## config.mk

```make
export PLATFORM = sky130hd
export DESIGN_NAME = morse_text_encoder
export DESIGN_NICKNAME = d
export VERILOG_FILES = /design/src/rtl/mte_pkg.sv /design/src/rtl/mte_front.sv /design/src/rtl/mte_fifo.sv /design/src/rtl/mte_back.sv /design/src/rtl/morse_text_encoder.sv
export SDC_FILE = /design/constraint.sdc
export NUM_CORES = 1
export LEC_CHECK = 0
export ABC_AREA = 1
export BUFFER_PORTS_ARGS = -buffer_cell sky130_fd_sc_hd__buf_2
export CAP_MARGIN = 20
export CORE_MARGIN = 1
export CORE_UTILIZATION = 60
export DETAILED_ROUTE_END_ITERATION = 10
export PLACE_DENSITY = 0.86
export SLEW_MARGIN = 20
export SYNTH_ARGS = -nofsm -noshare
export SYNTH_HDL_FRONTEND = slang
export SYNTH_SLANG_ARGS = --single-unit
```

## constraint.sdc

```tcl
create_clock -name clock -period 5 [get_ports clock]
set_input_delay 0.75 -clock clock [delete_from_list [all_inputs] [get_ports clock]]
set_output_delay 0.75 -clock clock [all_outputs]
set_load 0.02 [all_outputs]
```

## src/rtl/mte_pkg.sv

```systemverilog
// shared types, codes and the morse lookup table of the text encoder
// no dependencies
package mte_pkg;

   localparam logic [2:0] SYM_DOT   = 3'd0;
   localparam logic [2:0] SYM_DASH  = 3'd1;
   localparam logic [2:0] SYM_GAP   = 3'd2;
   localparam logic [2:0] SYM_WORD  = 3'd3;
   localparam logic [2:0] SYM_ERROR = 3'd4;
   localparam logic [2:0] SYM_NONE  = 3'd5;

   localparam logic [1:0] KIND_CODE  = 2'd0;
   localparam logic [1:0] KIND_ERROR = 2'd1;
   localparam logic [1:0] KIND_NONE  = 2'd2;

   localparam logic [7:0] LEAD_BYTE = 8'hC3;
   localparam int QUEUE_DEPTH_DEFAULT = 4;

   // symbol i of a code sits at bits[len-1-i], dash is one
   typedef struct packed {
      logic [2:0] len;
      logic [6:0] bits;
      logic       word;
   } code_type;

   typedef struct packed {
      logic [1:0] kind;
      logic       gap;
      logic [2:0] len;
      logic [6:0] bits;
      logic       word;
      logic [7:0] bad;
      logic       last;
   } job_type;

   function automatic code_type mk(input logic [2:0] len, input logic [6:0] bits);
      code_type c;
      c.len  = len;
      c.bits = bits;
      c.word = 1'b0;
      return c;
   endfunction

   function automatic code_type morse_lookup(input logic [7:0] ch);
      code_type c;
      c = mk(3'd0, 7'b0);
      case (ch)
         "A": c = mk(3'd2, 7'b01);
         "B": c = mk(3'd4, 7'b1000);
         "C": c = mk(3'd4, 7'b1010);
         "D": c = mk(3'd3, 7'b100);
         "E": c = mk(3'd1, 7'b0);
         "F": c = mk(3'd4, 7'b0010);
         "G": c = mk(3'd3, 7'b110);
         "H": c = mk(3'd4, 7'b0000);
         "I": c = mk(3'd2, 7'b00);
         "J": c = mk(3'd4, 7'b0111);
         "K": c = mk(3'd3, 7'b101);
         "L": c = mk(3'd4, 7'b0100);
         "M": c = mk(3'd2, 7'b11);
         "N": c = mk(3'd2, 7'b10);
         "O": c = mk(3'd3, 7'b111);
         "P": c = mk(3'd4, 7'b0110);
         "Q": c = mk(3'd4, 7'b1101);
         "R": c = mk(3'd3, 7'b010);
         "S": c = mk(3'd3, 7'b000);
         "T": c = mk(3'd1, 7'b1);
         "U": c = mk(3'd3, 7'b001);
         "V": c = mk(3'd4, 7'b0001);
         "W": c = mk(3'd3, 7'b011);
         "X": c = mk(3'd4, 7'b1001);
         "Y": c = mk(3'd4, 7'b1011);
         "Z": c = mk(3'd4, 7'b1100);
         "0": c = mk(3'd5, 7'b11111);
         "1": c = mk(3'd5, 7'b01111);
         "2": c = mk(3'd5, 7'b00111);
         "3": c = mk(3'd5, 7'b00011);
         "4": c = mk(3'd5, 7'b00001);
         "5": c = mk(3'd5, 7'b00000);
         "6": c = mk(3'd5, 7'b10000);
         "7": c = mk(3'd5, 7'b11000);
         "8": c = mk(3'd5, 7'b11100);
         "9": c = mk(3'd5, 7'b11110);
         ".": c = mk(3'd6, 7'b010101);
         ",": c = mk(3'd6, 7'b110011);
         "?": c = mk(3'd6, 7'b001100);
         8'h27: c = mk(3'd6, 7'b011110);
         "!": c = mk(3'd6, 7'b101011);
         "/": c = mk(3'd5, 7'b10010);
         "(": c = mk(3'd5, 7'b10110);
         ")": c = mk(3'd6, 7'b101101);
         "&": c = mk(3'd5, 7'b01000);
         ":": c = mk(3'd6, 7'b111000);
         ";": c = mk(3'd6, 7'b101010);
         "=": c = mk(3'd5, 7'b10001);
         "+": c = mk(3'd5, 7'b01010);
         "-": c = mk(3'd6, 7'b100001);
         "_": c = mk(3'd6, 7'b001101);
         8'h22: c = mk(3'd6, 7'b010010);
         "$": c = mk(3'd7, 7'b0001001);
         "@": c = mk(3'd6, 7'b011010);
         " ": begin
            c = mk(3'd1, 7'b0);
            c.word = 1'b1;
         end
         default: c = mk(3'd0, 7'b0);
      endcase
      return c;
   endfunction

   function automatic logic [7:0] fold_accent(input logic [7:0] b);
      logic [7:0] r;
      case (b)
         8'hA0, 8'hA2, 8'hA4:        r = "A";
         8'hA7:                      r = "C";
         8'hA8, 8'hA9, 8'hAA, 8'hAB: r = "E";
         8'hAE, 8'hAF:               r = "I";
         8'hB4, 8'hB6:               r = "O";
         8'hB9, 8'hBB, 8'hBC:        r = "U";
         8'hBF:                      r = "Y";
         default:                    r = "?";
      endcase
      return r;
   endfunction

endpackage

```

## src/rtl/mte_front.sv

```systemverilog
// front end: takes text bytes, tracks utf-8 lead and message state, classifies characters
// depends on mte_pkg
module mte_front (
   input  logic             clock,
   input  logic             reset,
   input  logic             req_valid,
   output logic             req_stall,
   input  logic [7:0]       req_in_byte,
   input  logic             req_last_byte,
   input  logic             q_full,
   output logic             q_push,
   output mte_pkg::job_type q_job
);
   import mte_pkg::*;

   logic at_start_ff, at_start_in;
   logic lead_ff, lead_in;
   logic drop_ff, drop_in;
   logic accept;
   logic [7:0] ch;
   code_type code;

   assign req_stall = q_full;
   assign accept    = req_valid && !q_full;

   always_comb begin
      at_start_in = at_start_ff;
      lead_in     = lead_ff;
      drop_in     = drop_ff;
      q_push      = 1'b0;
      ch          = (req_in_byte >= "a" && req_in_byte <= "z") ?
                    req_in_byte - 8'd32 : req_in_byte;
      if (lead_ff) begin
         ch = fold_accent(req_in_byte);
      end
      code        = morse_lookup(ch);
      q_job.kind  = KIND_CODE;
      q_job.gap   = !at_start_ff;
      q_job.len   = code.len;
      q_job.bits  = code.bits;
      q_job.word  = code.word;
      q_job.bad   = 8'd0;
      q_job.last  = req_last_byte;
      if (accept) begin
         if (drop_ff) begin
            if (req_last_byte) begin
               at_start_in = 1'b1;
               lead_in     = 1'b0;
               drop_in     = 1'b0;
            end
         end else if (!lead_ff && req_in_byte == LEAD_BYTE) begin
            if (req_last_byte) begin
               q_push      = 1'b1;
               q_job.kind  = KIND_NONE;
               at_start_in = 1'b1;
               lead_in     = 1'b0;
            end else begin
               lead_in = 1'b1;
            end
         end else begin
            q_push  = 1'b1;
            lead_in = 1'b0;
            if (code.len == 3'd0) begin
               q_job.kind = KIND_ERROR;
               q_job.bad  = ch;
               if (req_last_byte) begin
                  at_start_in = 1'b1;
               end else begin
                  drop_in = 1'b1;
               end
            end else begin
               at_start_in = req_last_byte;
            end
         end
      end
   end

   always_ff @(posedge clock) begin
      if (reset) begin
         at_start_ff <= 1'b1;
         lead_ff     <= 1'b0;
         drop_ff     <= 1'b0;
      end else begin
         at_start_ff <= at_start_in;
         lead_ff     <= lead_in;
         drop_ff     <= drop_in;
      end
   end

endmodule

```

## src/rtl/mte_fifo.sv

```systemverilog
// short job queue between the front end and the symbol serializer
// depends on mte_pkg
module mte_fifo #(
   parameter int DEPTH = mte_pkg::QUEUE_DEPTH_DEFAULT
) (
   input  logic             clock,
   input  logic             reset,
   input  logic             push,
   input  mte_pkg::job_type push_job,
   output logic             full,
   input  logic             pop,
   output logic             empty,
   output mte_pkg::job_type head_job
);
   import mte_pkg::*;

   localparam int PW = (DEPTH > 1) ? $clog2(DEPTH) : 1;
   localparam int CW = $clog2(DEPTH + 1);
   localparam logic [PW-1:0] LAST_SLOT = PW'(DEPTH - 1);
   localparam logic [CW-1:0] FULL_COUNT = CW'(DEPTH);

   job_type       slot_ff [DEPTH];
   logic [PW-1:0] wr_ff, wr_in;
   logic [PW-1:0] rd_ff, rd_in;
   logic [CW-1:0] count_ff, count_in;
   logic          do_push, do_pop;

   assign full     = (count_ff == FULL_COUNT);
   assign empty    = (count_ff == '0);
   assign head_job = slot_ff[rd_ff];
   assign do_push  = push && !full;
   assign do_pop   = pop && !empty;

   always_comb begin
      wr_in    = wr_ff;
      rd_in    = rd_ff;
      count_in = count_ff;
      if (do_push) begin
         wr_in = (wr_ff == LAST_SLOT) ? '0 : wr_ff + PW'(1);
      end
      if (do_pop) begin
         rd_in = (rd_ff == LAST_SLOT) ? '0 : rd_ff + PW'(1);
      end
      if (do_push && !do_pop) begin
         count_in = count_ff + CW'(1);
      end else if (do_pop && !do_push) begin
         count_in = count_ff - CW'(1);
      end
   end

   always_ff @(posedge clock) begin
      if (reset) begin
         wr_ff    <= '0;
         rd_ff    <= '0;
         count_ff <= '0;
      end else begin
         wr_ff    <= wr_in;
         rd_ff    <= rd_in;
         count_ff <= count_in;
      end
   end

   always_ff @(posedge clock) begin
      if (do_push) begin
         slot_ff[wr_ff] <= push_job;
      end
   end

endmodule

```

## src/rtl/mte_back.sv

```systemverilog
// back end: walks a queued job one symbol per cycle into the result register while rsp_stall is low
// depends on mte_pkg
module mte_back (
   input  logic             clock,
   input  logic             reset,
   input  logic             q_empty,
   input  mte_pkg::job_type q_head,
   output logic             q_pop,
   output logic             rsp_valid,
   input  logic             rsp_stall,
   output logic [2:0]       rsp_symbol,
   output logic [7:0]       rsp_bad_char,
   output logic             rsp_run_end,
   output logic             rsp_message_end
);
   import mte_pkg::*;

   job_type    cur_ff, cur_in;
   logic       cur_valid_ff, cur_valid_in;
   logic [2:0] pos_ff, pos_in;
   logic       out_valid_ff, out_valid_in;
   logic [2:0] sym_ff, sym_in;
   logic [7:0] bad_ff, bad_in;
   logic       run_end_ff, run_end_in;
   logic       msg_end_ff, msg_end_in;
   logic       out_free, emit, final_beat;
   logic [3:0] total;
   logic [2:0] sym_pos, bit_idx;
   logic [7:0] bits8;

   assign out_free   = !out_valid_ff || !rsp_stall;
   assign emit       = cur_valid_ff && out_free;
   assign total      = {1'b0, cur_ff.len} + {3'b0, cur_ff.gap};
   assign final_beat = (cur_ff.kind != KIND_CODE) || ({1'b0, pos_ff} == total - 4'd1);
   assign sym_pos    = pos_ff - {2'b0, cur_ff.gap};
   assign bit_idx    = cur_ff.len - 3'd1 - sym_pos;
   assign bits8      = {1'b0, cur_ff.bits};
   assign q_pop      = !q_empty && (!cur_valid_ff || (emit && final_beat));

   always_comb begin
      cur_in       = cur_ff;
      cur_valid_in = cur_valid_ff;
      pos_in       = pos_ff;
      out_valid_in = out_valid_ff && rsp_stall;
      sym_in       = sym_ff;
      bad_in       = bad_ff;
      run_end_in   = run_end_ff;
      msg_end_in   = msg_end_ff;
      if (emit) begin
         out_valid_in = 1'b1;
         bad_in       = 8'd0;
         run_end_in   = final_beat;
         msg_end_in   = final_beat && cur_ff.last;
         case (cur_ff.kind)
            KIND_ERROR: begin
               sym_in     = SYM_ERROR;
               bad_in     = cur_ff.bad;
               msg_end_in = 1'b1;
            end
            KIND_NONE: sym_in = SYM_NONE;
            KIND_CODE: begin
               if (cur_ff.gap && pos_ff == 3'd0) begin
                  sym_in = SYM_GAP;
               end else if (cur_ff.word) begin
                  sym_in = SYM_WORD;
               end else begin
                  sym_in = bits8[bit_idx] ? SYM_DASH : SYM_DOT;
               end
            end
            default: sym_in = SYM_NONE;
         endcase
         if (final_beat) begin
            cur_valid_in = 1'b0;
         end else begin
            pos_in = pos_ff + 3'd1;
         end
      end
      if (q_pop) begin
         cur_in       = q_head;
         cur_valid_in = 1'b1;
         pos_in       = 3'd0;
      end
   end

   always_ff @(posedge clock) begin
      if (reset) begin
         cur_valid_ff <= 1'b0;
         out_valid_ff <= 1'b0;
         pos_ff       <= 3'd0;
      end else begin
         cur_valid_ff <= cur_valid_in;
         out_valid_ff <= out_valid_in;
         pos_ff       <= pos_in;
      end
   end

   always_ff @(posedge clock) begin
      cur_ff     <= cur_in;
      sym_ff     <= sym_in;
      bad_ff     <= bad_in;
      run_end_ff <= run_end_in;
      msg_end_ff <= msg_end_in;
   end

   assign rsp_valid       = out_valid_ff;
   assign rsp_symbol      = sym_ff;
   assign rsp_bad_char    = bad_ff;
   assign rsp_run_end     = run_end_ff;
   assign rsp_message_end = msg_end_ff;

endmodule

```

## src/rtl/morse_text_encoder.sv

```systemverilog
// morse text encoder top level: front end, job queue, symbol serializer
// path: the first result of an accepted byte passes the queue slot, the serializer job register and the result register
// results: one result per cycle from the serializer while rsp_stall is low, so a character gives a gap (not at
// message start) and then its symbols; bytes that give no result stop in the front end
// reset: synchronous active high, empties queue and serializer and starts a new message
module morse_text_encoder #(
   parameter int QUEUE_DEPTH = mte_pkg::QUEUE_DEPTH_DEFAULT
) (
   input  logic       clock,
   input  logic       reset,
   input  logic       req_valid,
   output logic       req_stall,
   input  logic [7:0] req_in_byte,
   input  logic       req_last_byte,
   output logic       rsp_valid,
   input  logic       rsp_stall,
   output logic [2:0] rsp_symbol,
   output logic [7:0] rsp_bad_char,
   output logic       rsp_run_end,
   output logic       rsp_message_end
);
   import mte_pkg::*;

   job_type push_job, head_job;
   logic    push, full, pop, empty;

   mte_front u_front (
      .clock         (clock),
      .reset         (reset),
      .req_valid     (req_valid),
      .req_stall     (req_stall),
      .req_in_byte   (req_in_byte),
      .req_last_byte (req_last_byte),
      .q_full        (full),
      .q_push        (push),
      .q_job         (push_job)
   );

   mte_fifo #(.DEPTH(QUEUE_DEPTH)) u_fifo (
      .clock    (clock),
      .reset    (reset),
      .push     (push),
      .push_job (push_job),
      .full     (full),
      .pop      (pop),
      .empty    (empty),
      .head_job (head_job)
   );

   mte_back u_back (
      .clock           (clock),
      .reset           (reset),
      .q_empty         (empty),
      .q_head          (head_job),
      .q_pop           (pop),
      .rsp_valid       (rsp_valid),
      .rsp_stall       (rsp_stall),
      .rsp_symbol      (rsp_symbol),
      .rsp_bad_char    (rsp_bad_char),
      .rsp_run_end     (rsp_run_end),
      .rsp_message_end (rsp_message_end)
   );

endmodule

```

# == After elaboration in Yosys (flattened, before gate mapping) ==
# Memories as Yosys holds them, arrays and structs flattened. A register that Yosys moved wholly into a read port is not among the register bits.
# Index checks and enable logic that the tools add are counted.
# word_totals
regBits,28
latch_bits,0
ramBits,92
romBits,1280
input_bits,13
out_inout_bits,15
word_cells,139
memories,2
# mem_list
memory,words,width,read_ports,rd_clocked_by_memory_dff,write_ports,line_no,text
(no name shown),128,10,1,0,0,mte_pkg.sv:47,case (ch)
u_fifo.slot_ff,4,23,1,1,1,mte_fifo.sv:22,job_type slot_ff [DEPTH];
# classes
add_sub_neg,11
mul,0
n_div,0
n_lt_le_gt_ge,3
n_eq_ne,23
n_shift,0
muxes,44
n_bitwise,1
reduce_logical,42
# op_table
cell,n
"8-bit == test, second input constant",17
7-bit one-hot mux with 7 select lines,1
8-bit 2-to-1 mux,6
1-bit 2-to-1 mux,24
1-bit logical AND,13
2-bit 2-to-1 mux,6
3-bit 2-to-1 mux,4
11-bit 2-to-1 mux,1
1-bit logical NOT,9
3-bit logical NOT,3
"8-bit by 7-bit greater-or-equal comparator with 1-bit output, second input constant",1
"8-bit by 7-bit less-or-equal comparator with 1-bit output, second input constant",1
2-bit nonzero test,4
"8-bit by 6-bit subtractor with 8-bit output, second input constant",1
"3-bit by 1-bit adder with 3-bit output, second input constant",2
3-bit one-hot mux with 2 select lines,1
2-bit AND reduction,3
2-bit OR reduction,3
3-bit OR reduction,2
"3-bit by 1-bit subtractor with 3-bit output, second input constant",2
"2-bit by 1-bit adder with 2-bit output, second input constant",2
3-bit by 1-bit adder with 4-bit output,1
"2-bit == test, second input constant",2
3-bit by 4-bit == test with 1-bit output,1
12 further kinds,14

# == Longest topological paths before layout ==
# Gate-level depths: netlist (run 1).
# logic_depth
depth_word,11
ltp_mapped,22
depth_no_buf,22

# == Modules after synthesis ==
# A second synthesis (run 1) with hierarchy kept.
# hier_totals
cells_unflattened,742
area_unflattened_um2,7584.8
# by_module_without_submodules
module,n_inst,cells_per_inst,area_each_um2,seq_area_each_um2
mte_fifo,1,293,4244.1,2942.8
mte_back,1,144,1750.4,1181.1
mte_front,1,305,1590.3,60.1

# == Worst setup path after synthesis (run 1) ==
# Ideal clock, no wire load.
# synth_path
kind,reg-to-reg
startpoint,"reg, netlist name u_back.cur_ff[17]"
endpoint,reg u_fifo.count_ff[1]
setup_ns,0.116
arrival_ns,3.826
required_time_ns,4.884
setup_slack_ns,1.059
path_stages_with_launch,15
path_buffers,0
period_less_slack_ns,3.941
cell_sequence,edfxtp_1 > inv_1 > fa_1 > inv_1 > a21oi_1 > o211ai_1 > o21ai_0 > a21oi_1 > nor2_1 > inv_1 > ha_1 > inv_1 > fa_1 > o21ai_0 > nor2_1
# synth_via
elab_chain_cells,11
elab_cells_between_ends,13
classes_between,add/sub: 2; eq/ne: 1; mux: 1; reduce/logical: 9
# synth_rtl
item,line_no,text
3-bit by 1-bit adder with 4-bit output,mte_back.sv:33,"assign total = {1'b0, cur_ff.len} + {3'b0, cur_ff.gap};"
4-bit by 1-bit subtractor with 4-bit output,mte_back.sv:34,"assign final_beat = (cur_ff.kind != KIND_CODE) || ({1'b0, pos_ff} == total - 4'd1);"
3-bit by 4-bit == test with 1-bit output,mte_back.sv:34,
1-bit logical OR,mte_back.sv:34,
net u_back.final_beat,mte_back.sv:26,"logic out_free, emit, final_beat;"
1-bit logical AND,mte_back.sv:38,assign q_pop = !q_empty && (!cur_valid_ff || (emit && final_beat));
1-bit logical OR,mte_back.sv:38,
1-bit logical AND,mte_back.sv:38,
net pop,morse_text_encoder.sv:25,"logic push, full, pop, empty;"
1-bit logical AND,mte_fifo.sv:32,assign do_pop = pop && !empty;
1-bit logical NOT,mte_fifo.sv:44,if (do_push && !do_pop) begin
1-bit logical AND,mte_fifo.sv:44,
3-bit 2-to-1 mux,mte_fifo.sv:44,
net u_fifo.count_in[1],mte_fifo.sv:25,"logic [CW-1:0] count_ff, count_in;"
to (signal assigned),mte_fifo.sv:59,count_ff <= count_in;
to (decl),mte_fifo.sv:25,
# The timed path passes the listed nets, and every way through them passes these cells.
# A chain may end at the register's enable or synchronous reset.

# == Final worst setup path (run 1) ==
# layout_path
startpoint,"reg, netlist name u_back.cur_ff[20]"
endpoint,reg u_fifo.count_ff[1]
# layout_via
elab_chain_cells,11
elab_cells_between_ends,13
classes_between,add/sub: 2; eq/ne: 1; mux: 1; reduce/logical: 9
# layout_rtl
item,line_no
3-bit by 1-bit adder with 4-bit output,mte_back.sv:33
4-bit by 1-bit subtractor with 4-bit output,mte_back.sv:34
3-bit by 4-bit == test with 1-bit output,mte_back.sv:34
1-bit logical OR,mte_back.sv:34
net u_back.final_beat,mte_back.sv:26
1-bit logical AND,mte_back.sv:38
1-bit logical OR,mte_back.sv:38
1-bit logical AND,mte_back.sv:38
net pop,morse_text_encoder.sv:25
1-bit logical AND,mte_fifo.sv:32
1-bit logical NOT,mte_fifo.sv:44
1-bit logical AND,mte_fifo.sv:44
3-bit 2-to-1 mux,mte_fifo.sv:44
net u_fifo.count_in[1],mte_fifo.sv:25
# The timed path passes the listed nets, and every way through them passes these cells.

==> metrics.yaml, run 1 <==
power_density_nw_per_um2: 564
min_period_ns: 3.59
ys_seq_area_share_pct: 58.4
hold_path.class: "reg2reg"
initial_core_util_pct: 62.2
rows: 38
syn_to_final_growth_pct: 12.4
die-area_um2: 11800
grt_max_degree: 48
p_switching_mw: 1.53
antenna_found_initial: 0
avgRoutedWirePerCell_um: 18.2
clk_path_buf_depth: 2
drive_gt1_share_pct: 15.4
worst_slew_pin_slew_ns: 0.917
switching_share_pct: 35.4
cp.required_ns: 5.29
min_path_cells: 2
setup_ws_ns: 1.41
fin_nets: 753
crit_chain: "inv_1, fa_1, inv_1, a21oi_1, o211ai_1, o21ai_0, a21oi_1, nor2_2, buf_4, inv_1, ha_1, inv_1, fa_1, o21ai_0, nor2_1"
grt_usage_pct: 29.0
yosys_warnings: 0
vias: 5203
drt-total-wl_um: 15900
rsz0062_at_grt: "false"
grt_pass1_vias: 5279
final_area_um2: 7690
fmax_mhz: 278
critPathCaptureType: "flop"
fillers: 754
clock-root-buffer: "clkbuf_16"
worstSkewPairLatency_ns: 0.40
crit_arrival_ns: 3.89
relSlewSlack_pct: 38.8
cts_resized: 0
cts_tree: "built"
critPathSlowestCell: "fa_1"
clockPowerShare_pct: 27.2
top_level_ports: 28
drv_slew: 0
antenna_left: 0
drt_iter0_markers: 601
cts_buffers: 17
cp_max_fo: 24
remaining_drc_errors: 0
ir_drop_mv: 0.397
dp_slack_ns: 1.44
viasPerCell: 5.97
yosysTopAreaCellShare_pct: 54.0
finalHoldViolCount: 0
holdBufCountCts: 0
synth_commonest_cells: "edfxtp_1 (123), nor2_1 (103), nand2_1 (95), inv_1 (71), o21ai_0 (68)"
syn_inst: 684
placed_area_um2: 7110
clock-sinks: 138
cts_setup_buffers: 0
cpPeakStageDelay_ns: 0.56
yosysTopAreaCell: "edfxtp_1"
ys.flop_type: "edfxtp_1"
grt.overflow.total: 0
syn_area_um2: 6840
leakage_nw: 3.13
avgSynthCellArea_um2: 9.99
gp_congestion: 0.946
grt_pass1_wl_um: 25600
p_total_mw: 4.34
ys_ff_latch: 138
syn-num-nets: 718
async_flop_share_pct: 0
status: "finished, final reports clean"
synth.distinct_cells: 48
htreeDepth: 4
synth-edff-count: 123
r2r_cells: 15
die_y_um: 109
fin_worst_skew_ns: 0.00628
fin_tns_setup_ns: 0
pwr-share-comb_pct: 31.9
ys_top_cells_by_area: "edfxtp_1 (54%), nor2_1 (5.7%), nand2_1 (5.2%)"
die_w_um: 109
path_clk_slew_ns: 0.05
internal-power_mw: 2.80
worstSetupStartpointType: "flop"
hpwl_um: 10800
n_antenna_cell: 0
crit_top_cell: "inv_1"
path_class: "reg2reg"
drt_pass1_iterations: 5
maxCapViolations: 0
fin_crit_sh_pct: 71.9
setup_viol: 0
coreArea_um2: 11000
synth.most_common_cell: "edfxtp_1"
port_buffers: 27
pwr-share-seq_pct: 40.9
cell families after synthesis:
| group | Yosys count | synth area share, % |
|---|---|---|
| AOI/OAI and AO/OA | 140 | 11.5 |
| adders and majority gates | 21 | 4.17 |
| xor gates and xnor gates | 4 | 0.513 |
| DFF | 138 | 58.4 |
| buffers and inverters | 97 | 5.73 |
| and+or+nand+nor | 284 | 19.7 |
power groups by stage:
stage | Clock (mW) | Combinational (mW) | Sequential (mW)
after detailed placement | 0 | 1.35 | 1.79
after global routing | 1.23 | 1.53 | 1.80
after CTS | 1.18 | 1.37 | 1.77
after floorplan | 0 | 0.923 | 1.80
after global placement | 0 | 1.27 | 1.77
final | 1.18 | 1.39 | 1.77
sequential cells by signal, indices dropped and copies added, names as in the netlist:
register and cells:
u_fifo.slot_ff 88, u_back.bits8 6, u_back.rsp_valid 1, u_back.rsp_message_end 1, u_back.rsp_bad_char 8, u_front.lead_ff 1
u_back.cur_valid_ff 1, u_front.at_start_ff 1, u_back.pos_ff 3, u_fifo.rd_ff 2, u_front.drop_ff 1, u_back.rsp_run_end 1
u_back.rsp_symbol 3, u_back.cur_ff 16, u_fifo.count_ff 3, u_fifo.wr_ff 2
path summary, 6_finish.rpt:
check	startpoint	end	slack, ns
max	u_back.cur_ff[20]	u_fifo.count_ff[1]	1.41
min	u_fifo.count_ff[2]	u_fifo.count_ff[2]	0.50
max reg2reg	u_back.cur_ff[20]	u_fifo.count_ff[1]	1.41
min reg2reg	u_fifo.count_ff[2]	u_fifo.count_ff[2]	0.50
stage by stage:
step	instances	hold WS (ns)	utilization, %
2_1_floorplan	684	0.459	-
3_3_place_gp	839	0.474	64.7
3_5_place_dp	839	0.494	64.7
5_1_grt	872	0.534	70.0
6_report	872	0.503	70.0
4_1_cts	871	0.501	69.9
per-layer routing:
layer | wire, µm | vias to the layer above | GRT usage, %
met1 | 6030 | 2447 | 33.8
met5 | 0 | - | 0
li1 | - | 2421 | -
met2 | 8230 | 283 | 51.4
met3 | 1110 | 52 | 5.20
met4 | 540 | 0 | 14.0
critical path, delay by kind of cell (launching register included):
family / cells / cell delay (ns)
simple gates: 2 / 0.17
flops: 1 / 0.36
compound gates: 5 / 1.01
fa+ha+maj: 3 / 1.19
buf+inv: 5 / 0.74
cell type report:
| class | count | area, µm² | area share (%) |
|---|---|---|---|
| Multi-Input combinational cell | 449 | 2460 | 32.0 |
| Inverter | 78 | 295 | 3.84 |
| Timing Repair Buffer | 35 | 195 | 2.54 |
| Clock inverter | 7 | 62.6 | 0.814 |
| Sequential cell | 138 | 3990 | 52.0 |
| Tap cell | 140 | 175 | 2.28 |
| Clock buffer | 25 | 507 | 6.59 |
placed cells by master, fill, tap and decap left out, types with 3 or more instances in the layout:
cell type,Yosys,layout
clkbuf_16,0,18
clkbuf_8,0,3
nor3_2,7,7
buf_4,2,8
nor3_1,9,9
nand3_1,28,28
fa_1,3,3
a21oi_1,30,30
nor2_2,5,8
edfxtp_1,123,123
inv_1,71,71
nand2_2,10,10
nand4_1,4,4
nand3b_1,3,3
o21ai_0,68,68
nand2_1,95,95
inv_2,5,6
o21ai_1,4,4
clkinv_2,0,5
o22ai_1,22,22
nor2_1,103,100
nor2_4,3,3
ha_1,18,18
dfxtp_1,15,15
clkbuf_1,13,4
nand2_4,8,8
xnor2_1,3,3
buf_2,2,27
a211oi_1,4,4
No activity file was read; power rests on OpenSTA's default activity.
==> inputs of run 2 (changes only) <==
==> constraint.sdc (replaced) <==
create_clock -name clock -period 3.7 [get_ports clock]
set_input_delay 0.555 -clock clock [delete_from_list [all_inputs] [get_ports clock]]
set_output_delay 0.555 -clock clock [all_outputs]
set_load 0.02 [all_outputs]
==> run 2 against run 1 <==
  * Combinational power up 39%
  * Utilization rose by 1.6 points
  * Die area unchanged
  * Clock power rose by 69%
  * Cell count is 0.69% higher
  * Via count grew 2.1%
  * Global-route usage about the same
  * Critical path depth grew 1
  * Sequential cell count stayed put
  * Critical path type unchanged
==> metrics.yaml, run 2 (synthesis results as in run 1) <==
syn_to_final_growth_pct: 15.0
drt-total-wl_um: 16000
top_level_ports: 28
grt_use_met3_pct: 7.47
rr_endpoint: "u_fifo.count_ff[2]"
worstSetupStartpointType: "flop"
die_w_um: 109
grt_pass1_vias: 5151
drt_pass1_iterations: 5
min_from: "reset"
final_cell_mix: "edfxtp_1 (123), nor2_1 (100), nand2_1 (95)"
setup_viol: 0
fin_crit_sh_pct: 89.8
fin_worst_skew_ns: 0.00680
power_density_nw_per_um2: 801
worst_slew_pin_slew_ns: 0.803
rsz0062_at_grt: "false"
placed_area_um2: 7160
port_buffers: 27
remaining_drc_errors: 0
rows: 38
min_period_ns: 3.32
cp.required_ns: 4.01
clk_path_buf_depth: 2
cts_buffers: 17
grt_pass1_wl_um: 25100
rr_startpoint: "u_back.cur_ff[20]"
htreeDepth: 4
die_y_um: 109
drt_iter0_markers: 544
min_path_cells: 2
grt.overflow.total: 0
antenna_left: 0
hold-path-endpoint: "u_back.cur_valid_ff"
r2r_cells: 16
path_clk_slew_ns: 0.06
grt_usage_pct: 28.9
path_class: "reg2reg"
hold_path.class: "in2reg"
maxCapViolations: 0
cp_max_fo: 6
clock-root-buffer: "clkbuf_16"
worstSkewPairLatency_ns: 0.42
viasPerCell: 6.05
n_antenna_cell: 0
coreArea_um2: 11000
cts_setup_buffers: 0
cts_tree: "built"
fin_nets: 759
clock-sinks: 138
fmax_mhz: 301
fin_tns_setup_ns: 0
drive_gt1_share_pct: 16.1
initial_core_util_pct: 62.2
hpwl_um: 10400
vias: 5312
grtUsageMet1_pct: 33.4
grt_busiest_layer: "met2"
grt_max_degree: 48
leakage_nw: 3.21
status: "finished, final reports clean"
finalHoldViolCount: 0
critPathCaptureType: "flop"
whs_ns: 0.408
crit_arrival_ns: 3.63
final_area_um2: 7870
relSlewSlack_pct: 46.4
ir_drop_mv: 0.686
drv_slew: 0
grt_use_met2_pct: 49.9
final_common_cell: "edfxtp_1"
avgRoutedWirePerCell_um: 18.2
die-area_um2: 11800
largest-register: "u_fifo.slot_ff"
gp_congestion: 1.02
antenna_found_initial: 0
regToRegSetupSlack_ns: 0.38
largest_reg_flops: 88
[run 2: repair_timing]
action,CTS,global route
setup endpoints to repair,0,1
hold buffers,0,0
gates resized for setup,0,1
[run 2: final cells by class]
| class | count | area, µm² |
|---|---|---|
| Clock buffer | 17 | 425 |
| Tap cell | 140 | 175 |
| Fill cell | 690 | 3120 |
| Multi-Input combinational cell | 449 | 2460 |
| Inverter | 78 | 295 |
| Sequential cell | 138 | 3990 |
| Clock inverter | 15 | 277 |
| Timing Repair Buffer | 41 | 240 |
[run 2: report_power, final]
group	internal, mW	total, mW	switching, mW
clock	1.39	1.99	0.606
combinational	0.560	1.93	1.37
sequential	2.23	2.38	0.145
total	4.18	6.30	2.12
[run 2: worst max-delay path: stages, from the launching register on]
cell and delay [ns]:
edfxtp_1 0.39, inv_1 0.13, fa_1 0.50, inv_1 0.18
a21oi_1 0.06, o211ai_1 0.08, o21ai_1 0.17, a21oi_1 0.29
nor2_2 0.07, inv_1 0.16, ha_1 0.17, inv_1 0.08
fa_1 0.39, a21oi_1 0.17, o21ai_0 0.13, o21ai_0 0.19
a21oi_1 0.05
[run 2: stage by stage]
| step | setup slack (ns) | instances | utilization [%] | power (mW) |
|---|---|---|---|---|
| finish | 0.377 | 878 | 71.6 | 6.30 |
| detailed placement | 0.382 | 845 | 65.2 | 4.24 |
| global route | 0.171 | 878 | 71.6 | 6.60 |
| CTS | 0.259 | 877 | 71.5 | 6.26 |
| global placement | 0.527 | 845 | 65.2 | 4.11 |
| floorplan | 0.184 | 684 | - | 3.68 |
[run 2: per-layer routing]
layer / vias to the layer above / wire, µm
met1: 2540 / 6220
li1: 2439 / -
met3: 53 / 1160
met5: - / 0
met4: 0 / 489
met2: 280 / 8110
[run 2: how the worst max path moves through the flow]
stage          depth (start not counted)         startpoint                    to
3_3_place_gp                          18     req_in_byte[6]  u_fifo.slot_ff[2][7]
6_report                              16  u_back.cur_ff[20]    u_fifo.count_ff[2]
2_1_floorplan                         14  u_back.cur_ff[17]    u_fifo.count_ff[1]
3_5_place_dp                          16  u_back.cur_ff[20]    u_fifo.count_ff[2]
5_1_grt                               16  u_back.cur_ff[20]    u_fifo.count_ff[2]
4_1_cts                               14  u_back.cur_ff[20]    u_fifo.count_ff[1]
==> inputs of run 3 (changes only) <==
--- a/config.mk
+++ b/config.mk
@@ -8,10 +8,12 @@
 export ABC_AREA = 1
 export BUFFER_PORTS_ARGS = -buffer_cell sky130_fd_sc_hd__buf_2
 export CAP_MARGIN = 20
+export CELL_PAD_IN_SITES_DETAIL_PLACEMENT = 2
+export CELL_PAD_IN_SITES_GLOBAL_PLACEMENT = 2
 export CORE_MARGIN = 1
-export CORE_UTILIZATION = 60
+export CORE_UTILIZATION = 40
 export DETAILED_ROUTE_END_ITERATION = 10
-export PLACE_DENSITY = 0.86
+export PLACE_DENSITY = 0.87
 export SLEW_MARGIN = 20
 export SYNTH_ARGS = -nofsm -noshare
 export SYNTH_HDL_FRONTEND = slang
==> run 3 against run 2 <==
  * First-iteration DRC count shrank 44%
  * Largest power group unchanged
  * Highest routed layer unchanged
  * Sequential share of layout area up 0.27 points
  * Via count up 1.2%
  * Register-to-register slack worse by 0.097 ns
==> metrics.yaml, run 3 (synthesis results as in run 1) <==
antenna_found_initial: 0
fin_worst_skew_ns: 0.00702
fin_crit_sh_pct: 92.4
hold_path.class: "in2reg"
largest-register: "u_fifo.slot_ff"
antenna_left: 0
cts_setup_buffers: 0
status: "finished, final reports clean"
clk_path_buf_depth: 2
die-area_um2: 17600
avgRoutedWirePerCell_um: 24.3
drt-total-wl_um: 23300
grt_use_met3_pct: 4.75
fillers: 1717
viasPerCell: 5.62
largest_reg_flops: 88
grt_busiest_layer: "met2"
path_class: "reg2reg"
clock-root-buffer: "clkbuf_16"
ir_drop_mv: 0.399
rsz0062_at_grt: "false"
crit_arrival_ns: 3.73
maxCapViolations: 0
worstSkewPairLatency_ns: 0.43
setup_viol: 0
critPathCaptureType: "flop"
grt_max_degree: 47
cp_max_fo: 6
worst_slew_pin_slew_ns: 0.920
drv_slew: 0
drt_pass1_iterations: 4
setup_ws_ns: 0.280
vias: 5374
grt_pass1_vias: 5935
grt_pass1_wl_um: 36200
cts_buffers: 17
dp_slack_ns: 0.205
worstSetupStartpointType: "flop"
holdBufCountCts: 0
finalHoldViolCount: 0
register_area_um2: 3990
port_buffers: 27
htreeDepth: 4
whs_ns: 0.402
initial_core_util_pct: 41.1
hpwl_um: 15100
top_level_ports: 28
cts_tree: "built"
n_antenna_cell: 0
syn_to_final_growth_pct: 14.4
power_density_nw_per_um2: 799
multi_input_area_um2: 2470
leakage_nw: 3.15
grt_usage_pct: 27.8
drive_gt1_share_pct: 16.4
grt.overflow.total: 0
gp_congestion: 0.933
relSlewSlack_pct: 38.7
remaining_drc_errors: 0
fin_nets: 758
path_clk_slew_ns: 0.06
rows: 47
grtUsageMet1_pct: 33.6
fmax_mhz: 292
fin_tns_setup_ns: 0
final_util_pct: 47.0
final_cell_mix: "edfxtp_1 (123), nor2_1 (98), nand2_1 (95)"
min_period_ns: 3.42
coreArea_um2: 16600
die_y_um: 133
grt_use_met2_pct: 50.6
final_common_cell: "edfxtp_1"
drt_iter0_markers: 302
clock-sinks: 138
cp.required_ns: 4.01
die_w_um: 133
-- run 3: timing repair --
item                                    4_1_cts  5_1_grt
gates resized for setup                       0        2
endpoints found under the setup margin        0        2
endpoints found under the hold margin         0        0
-- run 3: per-layer routing --
| layer | up-vias | share of wire, % | wire length, µm |
|---|---|---|---|
| li1 | 2441 | - | - |
| met1 | 2788 | 43 | 9940 |
| met2 | 121 | 53 | 12400 |
| met3 | 24 | 2.9 | 669 |
| met4 | 0 | 1.3 | 294 |
| met5 | - | 0 | 0 |
-- run 3: critical path, cell delays in order (launching register included) --
cell	delay [ns]
edfxtp_1	0.40
inv_1	0.11
fa_1	0.49
inv_1	0.17
a21oi_1	0.07
o211ai_1	0.10
o21ai_1	0.23
a21oi_2	0.26
nor2_2	0.07
inv_1	0.19
ha_1	0.19
inv_1	0.08
fa_1	0.39
a21oi_1	0.17
o21ai_0	0.15
o21ai_0	0.18
a21oi_1	0.06
-- run 3: per-stage QoR --
step	power (mW)	instances	area, µm²
after floorplan	3.68	684	6840
after global placement	4.18	924	7250
after detailed placement	4.46	924	7250
after CTS	6.27	956	7810
after global routing	6.52	957	7820
final	6.25	957	7820
-- run 3: layout make-up --
class | count | share of cell area (%)
inverter | 78 | 3.77
clock buffer | 18 | 5.49
tap | 220 | 3.52
timing repair buffer | 40 | 2.97
multi-input combinational | 449 | 31.5
clock inverter | 14 | 1.66
sequential | 138 | 51.0
-- run 3: final timing paths --
path	slack, ns	endpoint	cells after the start	startpoint
setup / recovery	0.28	u_fifo.count_ff[2]	16	u_back.cur_ff[20]
hold / removal	0.40	u_back.cur_valid_ff	2	reset
setup reg to reg	0.28	u_fifo.count_ff[2]	16	u_back.cur_ff[20]
hold reg to reg	0.54	u_fifo.count_ff[2]	2	u_fifo.count_ff[2]
-- run 3: power by group --
group	total [mW]	switching (mW)	internal [mW]
logic	2.16	1.59	0.569
registers	2.42	0.184	2.23
clock network	1.67	0.692	0.981
total	6.25	2.47	3.78
